**config.mk**
```make
export PLATFORM = sky130hd
export DESIGN_NAME = ordered_list_engine_unit
export DESIGN_NICKNAME = d
export VERILOG_FILES = /design/src/rtl/ole_pkg.sv /design/src/rtl/ole_cell.sv /design/src/rtl/ordered_list_engine_unit.sv
export SDC_FILE = /design/constraint.sdc
export NUM_CORES = 1
export LEC_CHECK = 0
export BUFFER_PORTS_ARGS = -buffer_cell sky130_fd_sc_hd__buf_4
export CORE_ASPECT_RATIO = 1.75
export CORE_UTILIZATION = 27
export CTS_CLUSTER_SIZE = 14
export DETAILED_ROUTE_END_ITERATION = 12
export MAX_ROUTING_LAYER = met4
export SYNTH_ARGS = -nofsm -noshare
export SYNTH_HDL_FRONTEND = slang
export SYNTH_SLANG_ARGS = --single-unit
```
**constraint.sdc**
```tcl
create_clock -name clk_i -period 4.85 [get_ports clk_i]
set_input_delay 0.7275 -clock clk_i [delete_from_list [all_inputs] [get_ports clk_i]]
set_output_delay 0.7275 -clock clk_i [all_outputs]
set_load 0.05 [all_outputs]
```
**src/rtl/ole_pkg.sv**
```systemverilog
// Shared constants, types and helpers of the ordered list engine.
`default_nettype none
package ole_pkg;

  localparam int Capacity = 16;
  localparam int IdxW     = (Capacity > 1) ? $clog2(Capacity) : 1;
  localparam int CntW     = $clog2(Capacity + 1);
  localparam int DataW    = 32;
  localparam int SizeW    = 5;

  typedef enum logic [2:0] {
    KIND_APPEND = 3'd0,
    KIND_HEAD   = 3'd1,
    KIND_SEARCH = 3'd2,
    KIND_REMOVE = 3'd3,
    KIND_READ   = 3'd4
  } kind_e;

  typedef enum logic [1:0] {
    STAT_DONE     = 2'd0,
    STAT_FULL     = 2'd1,
    STAT_NOTFOUND = 2'd2
  } status_e;

  typedef enum logic [2:0] {
    CH_HOLD,
    CH_LOAD,
    CH_ROTL,
    CH_DROP,
    CH_SHR
  } chain_op_e;

  typedef struct packed {
    chain_op_e         op;
    logic [DataW-1:0]  inj;
  } chain_ctl_t;

  function automatic logic [SizeW-1:0] size_of(logic [CntW-1:0] c);
    logic [CntW+SizeW-1:0] e;
    e = {{SizeW{1'b0}}, c};
    return e[SizeW-1:0];
  endfunction

endpackage
`default_nettype wire

```
**src/rtl/ole_cell.sv**
```systemverilog
// One list slot of the cell chain: holds an entry and shifts to either neighbor.
`default_nettype none
module ole_cell (
  input  logic                          clk_i,
  input  ole_pkg::chain_ctl_t           ctl_i,
  input  logic                          hit_i,
  input  logic [ole_pkg::DataW-1:0]     left_i,
  input  logic [ole_pkg::DataW-1:0]     right_i,
  output logic [ole_pkg::DataW-1:0]     data_o
);

  logic [ole_pkg::DataW-1:0] data_q, data_d;

  always_comb begin
    unique case (ctl_i.op)
      ole_pkg::CH_HOLD: data_d = data_q;
      ole_pkg::CH_LOAD: data_d = hit_i ? ctl_i.inj : data_q;
      ole_pkg::CH_ROTL: data_d = hit_i ? ctl_i.inj : right_i;
      ole_pkg::CH_DROP: data_d = right_i;
      ole_pkg::CH_SHR:  data_d = left_i;
      default:          data_d = data_q;
    endcase
  end

  always_ff @(posedge clk_i) begin
    data_q <= data_d;
  end

  assign data_o = data_q;

endmodule
`default_nettype wire

```
**src/rtl/ordered_list_engine_unit.sv**
```systemverilog
// Ordered list engine: sequencer and output register over a chain of list cells.
// Entries live in a row of cells; cell 0 is the front of the list and is the only
// place a value is compared or read out, so the list rotates through it. One command
// is taken at a time. Append and head insert finish in the accept cycle and give one
// result. Search and remove with N entries rotate each entry once through the cell 0
// comparator, then give one result (an empty list answers at once). Read out
// emits N beats, one per cycle while the output is taken, front to back straight
// from cell 0; back to front pre-rotates once in the accept cycle, so the tail is
// already in cell 0 for the first beat. A result waits in an output register; the next
// command is taken in the cycle that register frees.
`default_nettype none
module ordered_list_engine_unit (
  input  logic                clk_i,
  input  logic                rst_ni,
  input  logic                in_valid_i,
  output logic                in_ready_o,
  input  logic [2:0]          kind_i,
  input  logic signed [31:0]  value_i,
  input  logic                backward_i,
  output logic                out_valid_o,
  input  logic                out_ready_i,
  output logic [1:0]          status_o,
  output logic                found_o,
  output logic signed [31:0]  item_value_o,
  output logic [4:0]          size_o,
  output logic                last_o
);

  typedef enum logic [1:0] {
    ST_IDLE,
    ST_SCAN,
    ST_READ
  } state_e;

  state_e                          state_q, state_d;
  logic [ole_pkg::CntW-1:0]        count_q, count_d;
  logic [ole_pkg::CntW-1:0]        step_q, step_d;
  logic [ole_pkg::DataW-1:0]       key_q, key_d;
  logic                            rm_q, rm_d;
  logic                            back_q, back_d;
  logic                            hitf_q, hitf_d;
  logic                            ov_q, ov_d;
  ole_pkg::status_e                stat_q, stat_d;
  logic                            fnd_q, fnd_d;
  logic [ole_pkg::DataW-1:0]       item_q, item_d;
  logic [ole_pkg::SizeW-1:0]       size_q, size_d;
  logic                            last_q, last_d;

  ole_pkg::chain_ctl_t             ctl;
  logic [ole_pkg::IdxW-1:0]        sel;
  logic [ole_pkg::Capacity-1:0]    hit;
  logic [ole_pkg::DataW-1:0]       cdata [ole_pkg::Capacity];
  logic [ole_pkg::DataW-1:0]       front, tail;
  logic                            out_free, accept, full, match, last_step;
  ole_pkg::kind_e                  kind;

  for (genvar g = 0; g < ole_pkg::Capacity; g++) begin : g_cells
    logic [ole_pkg::DataW-1:0] left_w, right_w;
    if (g == 0) begin : g_first
      assign left_w = ctl.inj;
    end else begin : g_mid
      assign left_w = cdata[g-1];
    end
    if (g == ole_pkg::Capacity - 1) begin : g_end
      assign right_w = '0;
    end else begin : g_body
      assign right_w = cdata[g+1];
    end
    assign hit[g] = (sel == ole_pkg::IdxW'(g));
    ole_cell u_cell (
      .clk_i   (clk_i),
      .ctl_i   (ctl),
      .hit_i   (hit[g]),
      .left_i  (left_w),
      .right_i (right_w),
      .data_o  (cdata[g])
    );
  end

  assign front     = cdata[0];
  assign tail      = cdata[ole_pkg::IdxW'(count_q - ole_pkg::CntW'(1))];
  assign out_free  = !ov_q || out_ready_i;
  assign in_ready_o = (state_q == ST_IDLE) && out_free;
  assign accept    = in_valid_i && in_ready_o;
  assign full      = (count_q == ole_pkg::CntW'(ole_pkg::Capacity));
  assign match     = (front == key_q) && !hitf_q;
  assign last_step = (step_q == ole_pkg::CntW'(1));
  assign kind      = ole_pkg::kind_e'(kind_i);

  always_comb begin
    state_d  = state_q;
    count_d  = count_q;
    step_d   = step_q;
    key_d    = key_q;
    rm_d     = rm_q;
    back_d   = back_q;
    hitf_d   = hitf_q;
    ov_d     = ov_q && !out_ready_i;
    stat_d   = stat_q;
    fnd_d    = fnd_q;
    item_d   = item_q;
    size_d   = size_q;
    last_d   = last_q;
    ctl.op   = ole_pkg::CH_HOLD;
    ctl.inj  = front;
    sel      = ole_pkg::IdxW'(count_q - ole_pkg::CntW'(1));

    unique case (state_q)
      ST_IDLE: begin
        if (accept) begin
          ov_d   = 1'b1;
          stat_d = ole_pkg::STAT_DONE;
          fnd_d  = 1'b0;
          item_d = '0;
          last_d = 1'b1;
          size_d = ole_pkg::size_of(count_q);
          key_d  = $unsigned(value_i);
          back_d = backward_i;
          hitf_d = 1'b0;
          step_d = count_q;
          unique case (kind)
            ole_pkg::KIND_APPEND, ole_pkg::KIND_HEAD: begin
              if (full) begin
                stat_d = ole_pkg::STAT_FULL;
              end else begin
                ctl.inj = $unsigned(value_i);
                sel     = ole_pkg::IdxW'(count_q);
                ctl.op  = (kind == ole_pkg::KIND_APPEND) ? ole_pkg::CH_LOAD : ole_pkg::CH_SHR;
                count_d = count_q + ole_pkg::CntW'(1);
                size_d  = ole_pkg::size_of(count_d);
              end
            end
            ole_pkg::KIND_SEARCH, ole_pkg::KIND_REMOVE: begin
              rm_d = (kind == ole_pkg::KIND_REMOVE);
              if (count_q == '0) begin
                stat_d = ole_pkg::STAT_NOTFOUND;
              end else begin
                ov_d    = 1'b0;
                state_d = ST_SCAN;
              end
            end
            ole_pkg::KIND_READ: begin
              if (count_q == '0) begin
                stat_d = ole_pkg::STAT_NOTFOUND;
              end else begin
                ov_d    = 1'b0;
                state_d = ST_READ;
                if (backward_i) begin
                  ctl.op  = ole_pkg::CH_SHR;
                  ctl.inj = tail;
                end
              end
            end
            default: begin
            end
          endcase
        end
      end
      ST_SCAN: begin
        step_d = step_q - ole_pkg::CntW'(1);
        if (match) begin
          hitf_d = 1'b1;
        end
        if (match && rm_q) begin
          ctl.op  = ole_pkg::CH_DROP;
          count_d = count_q - ole_pkg::CntW'(1);
        end else begin
          ctl.op = ole_pkg::CH_ROTL;
        end
        if (last_step) begin
          state_d = ST_IDLE;
          ov_d    = 1'b1;
          fnd_d   = hitf_d;
          stat_d  = hitf_d ? ole_pkg::STAT_DONE : ole_pkg::STAT_NOTFOUND;
          item_d  = '0;
          last_d  = 1'b1;
          size_d  = ole_pkg::size_of(count_d);
        end
      end
      ST_READ: begin
        if (out_free) begin
          ov_d   = 1'b1;
          stat_d = ole_pkg::STAT_DONE;
          fnd_d  = 1'b0;
          item_d = front;
          last_d = last_step;
          size_d = ole_pkg::size_of(count_q);
          step_d = step_q - ole_pkg::CntW'(1);
          if (!back_q) begin
            ctl.op = ole_pkg::CH_ROTL;
          end else if (!last_step) begin
            ctl.op  = ole_pkg::CH_SHR;
            ctl.inj = tail;
          end
          if (last_step) begin
            state_d = ST_IDLE;
          end
        end
      end
      default: state_d = ST_IDLE;
    endcase
  end

  always_ff @(posedge clk_i or negedge rst_ni) begin
    if (!rst_ni) begin
      state_q <= ST_IDLE;
      count_q <= '0;
      step_q  <= '0;
      hitf_q  <= 1'b0;
      ov_q    <= 1'b0;
      rm_q    <= 1'b0;
      back_q  <= 1'b0;
      key_q   <= '0;
      stat_q  <= ole_pkg::STAT_DONE;
      fnd_q   <= 1'b0;
      item_q  <= '0;
      size_q  <= '0;
      last_q  <= 1'b0;
    end else begin
      state_q <= state_d;
      count_q <= count_d;
      step_q  <= step_d;
      hitf_q  <= hitf_d;
      ov_q    <= ov_d;
      rm_q    <= rm_d;
      back_q  <= back_d;
      key_q   <= key_d;
      stat_q  <= stat_d;
      fnd_q   <= fnd_d;
      item_q  <= item_d;
      size_q  <= size_d;
      last_q  <= last_d;
    end
  end

  assign out_valid_o  = ov_q;
  assign status_o     = stat_q;
  assign found_o      = fnd_q;
  assign item_value_o = $signed(item_q);
  assign size_o       = size_q;
  assign last_o       = last_q;

  a_count_bound: assert property (@(posedge clk_i) disable iff (!rst_ni)
    count_q <= ole_pkg::CntW'(ole_pkg::Capacity))
    else $error("entry count above capacity");

  a_scan_nonempty: assert property (@(posedge clk_i) disable iff (!rst_ni)
    (state_q == ST_SCAN) |-> (count_q != '0) && (step_q != '0))
    else $error("scan running on empty list");

  a_run_pending: assert property (@(posedge clk_i) disable iff (!rst_ni)
    (out_valid_o && !last_o) |-> (state_q == ST_READ))
    else $error("open read-out run without sequencer in read state");

  a_append_grows: assert property (@(posedge clk_i) disable iff (!rst_ni)
    (accept && (kind_i == ole_pkg::KIND_APPEND) && !full)
      |=> (count_q == $past(count_q) + ole_pkg::CntW'(1)))
    else $error("append did not grow the list");

endmodule
`default_nettype wire

```
==> impl_metrics.py, run 1 <==
metrics = {
    "setup_path": {
        "critPathKind": "flip-flop to flip-flop",
        "rrSetupSlack_ns": 0.84,
        "r2r-start": "count_q[0]",
        "crit_chain": "inv_2 -> ha_4 -> or4b_1 -> nand2_1 -> o21a_2 -> buf_4 -> nor3_1 -> nor3_2 -> a21oi_1 -> a221o_1",
        "cp-end-kind": "flip-flop",
        "required_ns": 5.23,
        "slowest_stage": "nor3_2",
        "critPathBufInv": 2,
        "startpoint_type": "flip-flop",
        "worstPathArrival_ns": 4.39,
        "crit_fanout": 34,
        "rr_endpoint": "g_cells[13].u_cell.data_o[6]",
        "reg2reg_depth": 10,
        "cp_slowest_stage_delay_ns": 0.92,
        "path_delay_family": "simple AND/OR/NAND/NOR gates",
    },
    "synthesis": {
        "synth_cell_types": 80,
        "ys_warn_count": 0,
        "ys_ff_latch": 601,
        "async_reset_ff_frac": 0.148,
        "syn_avg_cell_area_um2": 11.3,
        "seq_area_frac_synth": 0.510,
        "netlist_area_mm2": 0.0345,
        "syn_nets": 3105,
        "synth_edf_count": 512,
        "synth_cells": 3055,
        "ys.flop_type": "edfxtp_1",
    },
    "floorplan": {
        "dieArea_mm2": 0.129,
        "die_w_um": 272,
        "core_area_mm2": 0.127,
        "die_y_um": 475,
        "rows": 173,
        "initial_utilization": 0.272,
        "io_pins": 83,
    },
    "clocking": {
        "cts_tree": "done",
        "cts_made_buffers": 53,
        "cts-root-buf": "clkbuf_16",
        "h-tree-depth": 2,
        "path_clk_slew_ns": 0.07,
        "clock_path_buffers": 3,
        "clk_latency_ns": 0.64,
        "clock-sinks": 601,
        "cts.hold.buffers_added": 0,
        "post_cts_buffers": 0,
        "post_cts_resized": 0,
    },
    "routing": {
        "viasPerCell": 5.64,
        "firstDrtPassIters": 6,
        "ant_nets": 0,
        "dr_total_vias": 26700,
        "drt_iter0_drc": 2916,
        "route.detailed.drc": 0,
        "wirelength_mm": 114,
        "wire_per_inst_um": 24.0,
    },
    "placement": {
        "dp_worst_setup_slack_ns": 0.900,
        "dp_hpwl_mm": 76.2,
        "place_congestion": 0.928,
        "dp_cells": 4648,
        "portBuffers": 82,
    },
    "global_route": {
        "grt_max_degree": 181,
        "antenna_found_initial": 1,
        "grt_pass1_wl_mm": 172,
        "grt_pass1_vias": 26700,
        "grt_util_all_layers": 0.177,
        "grt-ovfl-total": 0,
    },
    "timing": {
        "hold_viol": 0,
        "rsz0062_at_grt": "false",
        "max_freq_mhz": 249,
        "setup_viol": 0,
        "slew_headroom": 0.189,
        "finalCriticalPeriod_ns": 4.01,
        "layout_setup_ws_ns": 0.842,
        "tightestPinTransition_ns": 1.22,
        "hold_slack_ns": 0.243,
        "timing.final.crit_share": 0.826,
        "skew_ns": 0.0378,
        "slew_violations": 0,
    },
    "job": {
        "cap_violations": 0,
    },
    "final_layout": {
        "nets": 3091,
        "area_growth_pct": 14.6,
        "drive_gt1_frac": 0.182,
        "layoutNonFillerInstCount": 4741,
        "nFillCells": 12900,
        "fin_util": 0.312,
    },
    "status": {
        "status": "complete, no violations",
    },
    "worst_hold_path": {
        "hp-class": "input pin to async pin",
    },
}
## cells by family (layout without fill, tap and decap cells)
kind of cell	after synthesis	in the layout	synth area share
adders and majority gates	10	10	0.00362
DFF	601	601	0.510
buffers and inverters	675	698	0.0809
xor gates and xnor gates	37	37	0.00938
other	0	1	0
AOI/OAI and AO/OA	763	763	0.178
muxes	263	263	0.124
and+or+nand+nor	706	706	0.0947
## worst max path at each step
stage	end	cells past startpoint	slack (ns)	from
2_1_floorplan	g_cells[0].u_cell.data_o[0]	11	-0.51	count_q[0]
3_3_place_gp	g_cells[13].u_cell.data_o[6]	10	0.91	count_q[0]
3_5_place_dp	g_cells[14].u_cell.data_o[6]	10	0.90	count_q[0]
4_1_cts	g_cells[12].u_cell.data_o[6]	10	0.90	count_q[0]
5_1_grt	g_cells[13].u_cell.data_o[6]	10	0.69	count_q[1]
6_report	g_cells[13].u_cell.data_o[6]	10	0.84	count_q[0]
## registers in the layout, indices dropped and copies added, names as in the netlist, 2 cells and up
name                   flops
size_o                     5
item_value_o              32
g_cells.u_cell.data_o    512
key_q                     32
state_q                    2
step_q                     5
count_q                    5
status_o                   2
## stage by stage
stage	cell area, um^2	setup TNS, ns
2_1_floorplan	34500	-230.84
5_1_grt	39600	0
3_5_place_dp	38000	0
4_1_cts	39600	0
6_report	39600	0
3_3_place_gp	38000	0
## synthesized netlist by cell type (all sizes together) (3+ instances only)
master	number	area [um^2]
a22o	33	289
nor4	3	37.5
inv	389	1460
a31o	3	26.3
o22ai	6	37.5
ha	10	125
a221o	107	1070
mux2	37	417
edfxtp	512	15400
nor2b	3	18.8
xnor2	36	315
buf	172	905
o211a	14	140
a211oi	5	42.5
nor3	106	786
o2bb2ai	3	38.8
mux2i	98	985
a31oi	26	178
a211o	3	26.3
dfrtp	89	2230
o22a	4	35.0
clkbuf	114	429
and2	7	45.1
nand2b	3	18.8
o21ai	72	375
o21a	8	61.3
nand2	488	1830
a21oi	112	572
o221ai	341	2990
nand4	17	113
mux4	128	2880
nor2	26	97.6
o31ai	3	36.3
nand3	41	210
a21o	4	30.0
## cell type report
class | count | area (um^2) | area share
multi-input combinational | 1779 | 14700 | 0.371
clock inverter | 16 | 118 | 0.00297
antenna | 1 | 2.50 | 0.0000632
inverter | 389 | 1460 | 0.0369
sequential | 601 | 17600 | 0.445
timing repair buffer | 217 | 2130 | 0.0538
clock buffer | 76 | 1490 | 0.0376
tap | 1662 | 2080 | 0.0525
## cells in the final DEF, fill, tap and decap left out, drive strengths merged, types with 89 or more instances in the layout
master / count
edfxtp: 512
nand2: 488
inv: 390
o221ai: 341
buf: 217
mux4: 128
a21oi: 112
a221o: 107
nor3: 106
mux2i: 98
dfrtp: 89
## layer usage
layer	part of all wire	up-vias	wire [um]	GRT usage
met4	0.043	0	4850	0.0784
met3	0.064	271	7310	0.0157
met2	0.52	1403	59800	0.313
met1	0.37	13500	42000	0.204
li1	-	11600	-	-
met5	0	-	0	-
Power of run 1 is left out: the tool's default activity adds up to more than one toggle a clock period on the data nets, which glitch-free logic cannot reach.
==> inputs of run 2 (changes only) <==
==> constraint.sdc (replaced) <==
create_clock -name clk_i -period 4.1 [get_ports clk_i]
set_input_delay 0.615 -clock clk_i [delete_from_list [all_inputs] [get_ports clk_i]]
set_output_delay 0.615 -clock clk_i [all_outputs]
set_load 0.05 [all_outputs]
==> run 2 against run 1 <==
Against the previous run: utilization rose by 0.33 points; die area unchanged; final cell count up 0.95%; via count fell by 2.8%; clock skew shrank 0.0039 ns; register-to-register slack lost 0.58 ns; flip-flop and latch count unchanged; critical path type unchanged; highest routed layer unchanged.
==> impl_metrics.py, run 2 (synthesized netlist as in run 1, its figures left out) <==
metrics = {
    "setup_path": {
        "crit_fanout": 31,
        "crit_chain": "inv_1 -> ha_1 -> nor4bb_1 -> nand3_1 -> o21a_2 -> o21ai_2 -> a211oi_4 -> buf_4 -> a31oi_4 -> o221ai_1",
        "cp-end-kind": "flip-flop",
        "r2r-start": "state_q[1]",
        "reg2reg_depth": 10,
        "slowest_stage": "a31oi_4",
        "rrSetupSlack_ns": 0.26,
        "worstPathArrival_ns": 4.17,
        "startpoint_type": "flip-flop",
        "rr_endpoint": "g_cells[9].u_cell.data_o[20]",
        "cp_slowest_stage_delay_ns": 0.81,
        "required_ns": 4.43,
        "critPathKind": "flip-flop to flip-flop",
    },
    "final_layout": {
        "layout_common_cells": "512 x edfxtp_1, 487 x nand2_1, 388 x inv_1, 341 x o221ai_1, 224 x buf_4",
        "nets": 3141,
        "fin_util": 0.315,
        "drive_gt1_frac": 0.196,
        "largest_register_ffs": 512,
        "area_growth_pct": 15.8,
        "final_common_cell": "edfxtp_1",
        "nFillCells": 12800,
    },
    "timing": {
        "max_freq_mhz": 260,
        "fin_setup_tns_ns": 0,
        "skew_ns": 0.0339,
        "setup_viol": 0,
        "finalCriticalPeriod_ns": 3.84,
        "timing.final.crit_share": 0.937,
        "rsz0062_at_grt": "false",
        "hold_viol": 0,
        "slew_headroom": 0.255,
        "slew_violations": 0,
        "tightestPinTransition_ns": 1.12,
    },
    "routing": {
        "wire_per_inst_um": 21.8,
        "drt_iter0_drc": 2218,
        "dr_total_vias": 26000,
        "route.detailed.drc": 0,
        "firstDrtPassIters": 5,
        "wirelength_mm": 104,
        "ant_nets": 0,
        "viasPerCell": 5.43,
    },
    "global_route": {
        "grt_max_degree": 151,
        "antenna_found_initial": 1,
        "grt_pass1_vias": 26200,
        "grt_pass1_wl_mm": 162,
        "grt_util_all_layers": 0.163,
        "grt-ovfl-total": 0,
    },
    "job": {
        "cap_violations": 0,
    },
    "status": {
        "status": "complete, no violations",
    },
    "placement": {
        "place_congestion": 0.912,
        "dp_hpwl_mm": 76.7,
        "portBuffers": 82,
    },
    "worst_hold_path": {
        "hp-class": "input pin to async pin",
    },
    "clocking": {
        "h-tree-depth": 2,
        "post_cts_resized": 0,
        "clk_latency_ns": 0.64,
        "cts_made_buffers": 52,
        "clock_path_buffers": 3,
        "path_clk_slew_ns": 0.07,
        "cts_tree": "done",
        "cts-root-buf": "clkbuf_16",
        "cts.hold.buffers_added": 0,
        "post_cts_buffers": 0,
        "clock-sinks": 601,
    },
    "floorplan": {
        "rows": 173,
        "initial_utilization": 0.272,
        "core_area_mm2": 0.127,
        "die_y_um": 475,
        "io_pins": 83,
        "die_w_um": 272,
        "dieArea_mm2": 0.129,
    },
}
run 2: changes by cell type in the layout (fill, tap and decap cells not counted), moves of 2 or more:
cell / delta
clkbuf_1: -5
buf_4: +47
buf_12: +4
clkinv_4: -2
clkbuf_8: +4
run 2: how the worst max path moves through the flow:
stage,from,end,slack [ns],cells past startpoint
2_1_floorplan,count_q[0],g_cells[0].u_cell.data_o[0],-0.49,11
3_3_place_gp,state_q[1],g_cells[9].u_cell.data_o[19],0.28,10
3_5_place_dp,state_q[1],g_cells[9].u_cell.data_o[14],0.23,10
4_1_cts,state_q[1],g_cells[9].u_cell.data_o[14],0.25,10
5_1_grt,state_q[1],g_cells[9].u_cell.data_o[19],0.05,10
6_report,state_q[1],g_cells[9].u_cell.data_o[20],0.26,10
run 2: metrics by stage:
step                      setup slack, ns  instance area (um^2)  cells  hold WS [ns]
after global placement              0.282                 38400   4699         0.453
final                               0.260                 40000   4786        0.0703
after CTS                           0.248                 40000   4785        0.0925
after detailed placement            0.227                 38400   4699         0.462
after global routing               0.0474                 40000   4786         0.137
after floorplan                    -0.491                 34500   3055         0.319
run 2: routing by layer:
metal,up-vias,GRT usage,wire length [um]
met4,0,0.0685,3900
met2,1010,0.298,56700
met3,194,0.0131,5110
met5,-,-,0
li1,11700,-,-
met1,13100,0.181,38700
run 2: final cells by class:
type	count	area, um^2	area share
flip-flops and latches	601	17600	0.440
clock inverters	12	70.1	0.00175
inverters	389	1460	0.0365
clock buffers	74	1520	0.0380
multi-input cells	1779	14700	0.368
diodes	1	2.50	0.0000626
repair buffers	268	2560	0.0641
well taps	1662	2080	0.0520
run 2: worst max-delay path: cells and delay by family, from the launching register on:
| kind | cells | cell delay (ns) |
|---|---|---|
| AOI/OAI and AO/OA | 5 | 1.87 |
| adders and majority gates | 1 | 0.32 |
| buffers and inverters | 2 | 0.31 |
| DFF | 1 | 0.43 |
| and+or+nand+nor | 2 | 0.59 |
Power of run 2 is left out for the same reason.
